--- src/hw/rtl/wsd_pkg.sv ---
// types and constants shared by the websocket frame deframer
// no dependencies

package wsd_pkg;

  localparam int unsigned LEN_W = 32;
  localparam int unsigned KEY_W = 32;

  localparam logic [6:0] LEN7_EXT16 = 7'd126;
  localparam logic [6:0] LEN7_EXT64 = 7'd127;

  localparam logic [2:0] EXT16_LAST = 3'd1;
  localparam logic [2:0] EXT64_LAST = 3'd7;
  localparam logic [2:0] KEY_LAST   = 3'd3;

  localparam logic [3:0] OP_CONT = 4'h0;

  typedef enum logic {
    KIND_DATA   = 1'b0,
    KIND_MARKER = 1'b1
  } kind_t;

  typedef enum logic [2:0] {
    PH_FLAG  = 3'd0,
    PH_LEN   = 3'd1,
    PH_EXT16 = 3'd2,
    PH_EXT64 = 3'd3,
    PH_KEY   = 3'd4,
    PH_DATA  = 3'd5
  } phase_t;

  typedef struct packed {
    phase_t             phase;
    logic [2:0]         hdr_cnt;
    logic [LEN_W-1:0]   remaining;
    logic [KEY_W-1:0]   mask_key;
    logic               mask_present;
    logic [1:0]         mask_index;
    logic [3:0]         opcode;
    logic               fin;
  } parse_state_t;

  typedef struct packed {
    kind_t      kind;
    logic [7:0] payload_byte;
    logic [3:0] frame_opcode;
    logic       is_control;
    logic       message_first;
    logic       final_frame;
    logic       frame_last;
  } result_t;

endpackage

--- src/hw/rtl/wsd_parser.sv ---
// frame header and payload parser: next state and result for one byte
// depends on wsd_pkg

module wsd_parser (
  input  wsd_pkg::parse_state_t st,
  input  logic [7:0]            rx_byte,
  output wsd_pkg::parse_state_t st_nxt,
  output logic                  res_valid,
  output wsd_pkg::result_t      res
);
  import wsd_pkg::*;

  logic             hdr_done;
  logic             key_taken;
  logic [7:0]       key_byte;
  logic [LEN_W-1:0] rem_dec;
  logic [2:0]       ext_last;

  always_comb begin
    st_nxt    = st;
    res_valid = 1'b0;
    hdr_done  = 1'b0;
    key_taken = 1'b0;
    key_byte  = st.mask_present ? st.mask_key[{st.mask_index, 3'b000} +: 8] : 8'h00;
    rem_dec   = st.remaining - LEN_W'(1);
    ext_last  = (st.phase == PH_EXT16) ? EXT16_LAST : EXT64_LAST;

    res.kind          = KIND_DATA;
    res.payload_byte  = rx_byte ^ key_byte;
    res.frame_opcode  = st.opcode;
    res.is_control    = st.opcode[3];
    res.message_first = (st.opcode != OP_CONT);
    res.final_frame   = st.fin;
    res.frame_last    = 1'b0;

    unique case (st.phase)
      PH_LEN: begin
        st_nxt.mask_present = rx_byte[7];
        if (!rx_byte[7]) begin
          st_nxt.mask_key = '0;
        end
        st_nxt.hdr_cnt   = '0;
        st_nxt.remaining = '0;
        if (rx_byte[6:0] == LEN7_EXT16) begin
          st_nxt.phase = PH_EXT16;
        end else if (rx_byte[6:0] == LEN7_EXT64) begin
          st_nxt.phase = PH_EXT64;
        end else begin
          st_nxt.remaining = {{(LEN_W-7){1'b0}}, rx_byte[6:0]};
          hdr_done         = 1'b1;
        end
      end
      PH_EXT16, PH_EXT64: begin
        st_nxt.remaining = {st.remaining[LEN_W-9:0], rx_byte};
        if (st.hdr_cnt == ext_last) begin
          hdr_done = 1'b1;
        end else begin
          st_nxt.hdr_cnt = st.hdr_cnt + 3'd1;
        end
      end
      PH_KEY: begin
        st_nxt.mask_key[{st.hdr_cnt[1:0], 3'b000} +: 8] = rx_byte;
        if (st.hdr_cnt == KEY_LAST) begin
          hdr_done  = 1'b1;
          key_taken = 1'b1;
        end else begin
          st_nxt.hdr_cnt = st.hdr_cnt + 3'd1;
        end
      end
      PH_DATA: begin
        st_nxt.mask_index = st.mask_index + 2'd1;
        st_nxt.remaining  = rem_dec;
        res_valid         = 1'b1;
        if (rem_dec == '0) begin
          st_nxt.phase   = PH_FLAG;
          res.frame_last = 1'b1;
        end
      end
      default: begin
        st_nxt.opcode  = rx_byte[3:0];
        st_nxt.fin     = rx_byte[7];
        st_nxt.hdr_cnt = '0;
        st_nxt.phase   = PH_LEN;
      end
    endcase

    if (hdr_done) begin
      st_nxt.hdr_cnt    = '0;
      st_nxt.mask_index = '0;
      if (st_nxt.mask_present && !key_taken) begin
        st_nxt.phase = PH_KEY;
      end else if (st_nxt.remaining == '0) begin
        st_nxt.phase     = PH_FLAG;
        res_valid        = 1'b1;
        res.kind         = KIND_MARKER;
        res.payload_byte = 8'h00;
        res.frame_last   = 1'b1;
      end else begin
        st_nxt.phase = PH_DATA;
      end
    end
  end

endmodule

--- src/hw/rtl/websocket_frame_deframer.sv ---
// websocket frame deframer top level: input register, parser, result register
// depends on wsd_pkg and wsd_parser
//
// Takes one received byte per beat and parses websocket frames (flag byte,
// length byte, optional 16- or 64-bit extended length of which the low 32 bits
// are kept, optional 4-byte mask key). Each payload byte leaves unmasked with
// the frame's opcode and flags; an empty frame gives one marker beat. Header
// bytes give no result. A byte is accepted every cycle unless the result register
// is held by out_ready low: it is held in the input register, parsed from there
// and its result lands in the result register. Throughput is one byte
// per cycle, set by the single parse step on the state registers; it drops only
// while the result register is held by out_ready low.

module websocket_frame_deframer (
  input  logic       clk,
  input  logic       rst_n,
  input  logic       in_valid,
  output logic       in_ready,
  input  logic [7:0] in_rx_byte,
  output logic       out_valid,
  input  logic       out_ready,
  output logic       out_kind,
  output logic [7:0] out_payload_byte,
  output logic [3:0] out_frame_opcode,
  output logic       out_is_control,
  output logic       out_message_first,
  output logic       out_final_frame,
  output logic       out_frame_last
);
  import wsd_pkg::*;

  logic         in_valid_r;
  logic [7:0]   in_byte_r;
  parse_state_t state_r;
  parse_state_t state_nxt;
  logic         res_valid;
  result_t      res;
  logic         out_valid_r;
  result_t      out_r;
  logic         out_free;
  logic         fire;

  assign out_free = !out_valid_r || out_ready;
  assign fire     = in_valid_r && out_free;
  assign in_ready = !in_valid_r || out_free;

  wsd_parser u_parser (
    .st        (state_r),
    .rx_byte   (in_byte_r),
    .st_nxt    (state_nxt),
    .res_valid (res_valid),
    .res       (res)
  );

  always_ff @(posedge clk) begin
    if (!rst_n) begin
      in_valid_r  <= 1'b0;
      out_valid_r <= 1'b0;
      state_r     <= '{phase: PH_FLAG, default: '0};
    end else begin
      if (in_ready) begin
        in_valid_r <= in_valid;
      end
      if (fire) begin
        state_r <= state_nxt;
      end
      if (out_free) begin
        out_valid_r <= fire && res_valid;
      end
    end
  end

  always_ff @(posedge clk) begin
    if (in_ready && in_valid) begin
      in_byte_r <= in_rx_byte;
    end
    if (out_free && fire && res_valid) begin
      out_r <= res;
    end
  end

  assign out_valid         = out_valid_r;
  assign out_kind          = out_r.kind;
  assign out_payload_byte  = out_r.payload_byte;
  assign out_frame_opcode  = out_r.frame_opcode;
  assign out_is_control    = out_r.is_control;
  assign out_message_first = out_r.message_first;
  assign out_final_frame   = out_r.final_frame;
  assign out_frame_last    = out_r.frame_last;

  a_flag_no_result: assert property (@(posedge clk) disable iff (!rst_n)
    (fire && state_r.phase == PH_FLAG) |=> !out_valid_r)
    else $error("flag byte produced a result");

  a_marker_shape: assert property (@(posedge clk) disable iff (!rst_n)
    (out_valid_r && out_r.kind == KIND_MARKER) |->
      (out_r.frame_last && out_r.payload_byte == 8'h00))
    else $error("malformed empty-frame marker");

  a_data_remaining: assert property (@(posedge clk) disable iff (!rst_n)
    (state_r.phase == PH_DATA) |-> (state_r.remaining != '0))
    else $error("payload phase with no bytes remaining");

  a_unmasked_key: assert property (@(posedge clk) disable iff (!rst_n)
    (state_r.phase == PH_DATA && !state_r.mask_present) |-> (state_r.mask_key == '0))
    else $error("unmasked frame kept a stale key");

endmodule

--- config.mk ---
export PLATFORM = sky130hd
export DESIGN_NAME = websocket_frame_deframer
export DESIGN_NICKNAME = d
export VERILOG_FILES = /design/src/hw/rtl/wsd_pkg.sv /design/src/hw/rtl/wsd_parser.sv /design/src/hw/rtl/websocket_frame_deframer.sv
export SDC_FILE = /design/constraint.sdc
export NUM_CORES = 1
export LEC_CHECK = 0
export ABC_AREA = 1
export BUFFER_PORTS_ARGS = -buffer_cell sky130_fd_sc_hd__buf_2
export CELL_PAD_IN_SITES_DETAIL_PLACEMENT = 2
export CELL_PAD_IN_SITES_GLOBAL_PLACEMENT = 2
export CORE_ASPECT_RATIO = 0.5
export CORE_MARGIN = 2
export CORE_UTILIZATION = 31
export DETAILED_ROUTE_END_ITERATION = 12
export PLACE_DENSITY = 0.84
export SYNTH_ARGS = -nofsm -noshare
export SYNTH_HDL_FRONTEND = slang
export SYNTH_SLANG_ARGS = --single-unit
--- constraint.sdc ---
create_clock -name clk -period 2.79 [get_ports clk]
set_input_delay 0.1395 -clock clk [delete_from_list [all_inputs] [get_ports clk]]
set_output_delay 0.1395 -clock clk [all_outputs]
set_load 0.05 [all_outputs]
==> reports/qor.txt <==
Status - finished with violations
Failing checks - setup timing
H-tree Lvls - 3
Max Freq - 341 MHz
Synthesized instance count - 1,023
Worst skew pair latency - 0.39 ns
Syn_nets - 1,044
R2r setup slk - -0.14 ns
Std-Cell Rows - 37
DP Area - 0.00732 mm^2
Layout cells sized above 1 - 17.9%
Worst-Margin Slew - 0.596 ns
Number of max-cap violations - 0
Worst R2R Path Depth - 17
Final Hold Vio Count - 0
Worst Setup End Kind - register
Post-route cell area - 0.00823 mm^2
Core area - 0.0207 mm^2
DRT iter0 DRCs - 666
Avg Synthesized Cell Area - 6.44 um^2
Peak supply drop - 340 uV
Multi-input logic area - 0.00378 mm^2
FF+latch count, synth - 104
Largest net degree at the start of global routing - 54
Final hold slack - 0.112 ns
Max Buffers Root-to-Sink - 2
Hold WC Path Type - in -> reg
Final GP Congestion - 0.889
Post-DP HPWL - 20,500 um
Initial antenna violation count - 1
Hold depth - 3
Critical path startpoint category - register
Tcrit/Tclk final - 105%
Fin crit period - 2.93 ns
CTS tree - built
IO Port Bufs - 30
ANT cells - 0
First-pass GRT wire length - 45,100 um
Area of the mapped netlist - 0.00659 mm^2
RR Endpoint - out_payload_byte[0]
Leak pwr - 3.71 nW
NumNets Final - 1,130
Drt first pass iters - 5
Clk slew on worst S/H paths - 0.09 ns
DRC - 0
Worst-path maximum fanout - 10
CP required - 2.90 ns
Number of fill cells in the layout - 2,427
Die X - 210 um
Antenna Violating Nets Remaining - 0
Slew headroom - 60.3%
Grt ovf - 0
Area delta synth->final - 24.9%
Post-synthesis cell type count - 34
Num ports - 31
Initial Util - 31.8%
CTS buffer count - 9
Crit path DAT - 3.05 ns
Final setup skew - 0.0230 ns
Via count - 8,154
FF/Latch Area - 0.00234 mm^2
Power Density - 536 mW/mm^2
Worst Setup Path Type - reg -> reg
Number of clock sinks - 104
Routed WL per cell - 26.1 um
Max-slew violations - 0
Hold_sp - in_valid
Hold Crit Endpoint - in_valid_r
Die Y - 107 um
Drt total wl - 36,300 um
Fin Setup TNS - -1.97 ns
Number of global-route vias before repair - 8,140
Gr usage total - 26.2%
Die area - 0.0225 mm^2
Sequential area share after synthesis - 35.3%
Synth warn - 0
Final setup violation count - 26
Final WS setup - -0.145 ns
Vias per cell - 5.88
CTS Root Cell - clkbuf_16
RR Startpoint - state_r[43]
==> worst max path at each step <==
stage	slack, ns	end	startpoint
after floorplan	0.17	out_final_frame	state_r[40]
after global placement	0.03	out_payload_byte[2]	state_r[40]
after detailed placement	-0.12	out_frame_opcode[2]	state_r[45]
after CTS	0.008	out_final_frame	state_r[46]
after global routing	-0.22	out_payload_byte[0]	state_r[46]
final	-0.14	out_payload_byte[0]	state_r[43]
==> through the flow <==
step	instances	util (%)	power [mW]	worst slack, ns
finish	1387	39.8	4.41	-0.145
global route	1387	39.8	4.53	-0.218
CTS	1362	37.5	4.09	0.00784
detailed placement	1336	35.4	2.67	-0.119
global placement	1336	35.4	2.61	0.0272
floorplan	1023	-	2.30	0.175
==> worst max-delay path: stages (launching register included) <==
cell and delay, ns:
dfxtp_2 0.37, buf_4 0.16, nor2_4 0.14, nand2_4 0.11
buf_4 0.17, nor2_4 0.15, nand3_1 0.13, nand2_1 0.13
nand2_1 0.13, nand2_1 0.08, nand2_1 0.06, nor2_1 0.16
nand2_1 0.12, nor2_4 0.15, buf_4 0.14, nand3_4 0.11
nor2_8 0.22, a21oi_1 0.13
==> report_power, final <==
part           internal (mW)  switching [mW]
registers               1.61          0.0873
logic                  0.395           0.872
clock network          0.729           0.718
total                   2.73            1.68
==> registers in the layout, indices dropped and copies added (netlist names) <==
register / flops
state_r: 78
out_message_first: 1
in_valid_r: 1
out_frame_last: 1
in_byte_r: 8
out_final_frame: 1
out_kind: 1
out_payload_byte: 8
out_valid: 1
out_frame_opcode: 4
==> Yosys cell counts (all sizes together) <==
library cell / number / share of area (%)
nand2: 245 / 14
inv: 144 / 8.2
nor2: 115 / 7.8
a21oi: 96 / 7.3
o21ai: 86 / 6.5
dfxtp: 80 / 24
nand3: 71 / 5.6
nor3: 35 / 2.7
a22oi: 26 / 3.0
clkbuf: 24 / 1.4
edfxtp: 24 / 11
nand4: 18 / 1.7
buf: 16 / 1.3
o211ai: 13 / 1.5
ha: 9 / 1.7
a211oi: 4 / 0.46
clkinv: 4 / 0.23
nor4: 4 / 0.38
and2: 3 / 0.28
and3: 2 / 0.19
nand3b: 1 / 0.11
nor3b: 1 / 0.11
or4: 1 / 0.11
xor2: 1 / 0.13
==> layout make-up <==
cell class	instances	share of cell area (%)
flip-flops and latches	104	28.4
repair buffers	114	11.1
clock inverters	6	0.776
clock buffers	10	2.90
well taps	273	4.15
multi-input cells	732	45.9
inverters	148	6.78
==> kinds of logic after synthesis <==
logic type / after synthesis / share of synthesized area (%)
xor gates and xnor gates: 1 / 0.133
adders and majority gates: 9 / 1.71
buffers and inverters: 188 / 11.1
AOI/OAI and AO/OA: 225 / 18.7
DFF: 104 / 35.3
and+or+nand+nor: 496 / 33.1
==> cells in the final DEF (no fill, tap or decap), drive strengths merged <==
| cell | instances |
|---|---|
| a211oi | 4 |
| a21oi | 96 |
| a22oi | 26 |
| and2 | 3 |
| and3 | 2 |
| buf | 105 |
| bufinv | 1 |
| clkbuf | 11 |
| clkinv | 6 |
| dfxtp | 80 |
| dlygate4sd3 | 8 |
| edfxtp | 24 |
| ha | 9 |
| inv | 147 |
| nand2 | 245 |
| nand3 | 71 |
| nand3b | 1 |
| nand4 | 18 |
| nor2 | 116 |
| nor3 | 35 |
| nor3b | 1 |
| nor4 | 4 |
| o211ai | 13 |
| o21ai | 86 |
| or4 | 1 |
| xor2 | 1 |
==> layer usage <==
layer | GRT usage (%) | part of all wire, %
met5 | 0 | 0
met4 | 12.4 | 5.2
met3 | 4.19 | 5.8
met2 | 47.3 | 48
met1 | 30.5 | 41
==> what timing repair did <==
action / 4_1_cts / 5_1_grt
hold endpoints to repair: 8 / 0
setup endpoints to repair: 26 / 58
buffers inserted: 2 / 23
pin swaps: 2 / 24
resized for setup: 14 / 64
gates cloned: 0 / 2
hold buffers: 8 / 0
(Power assumes the default switching activity.)
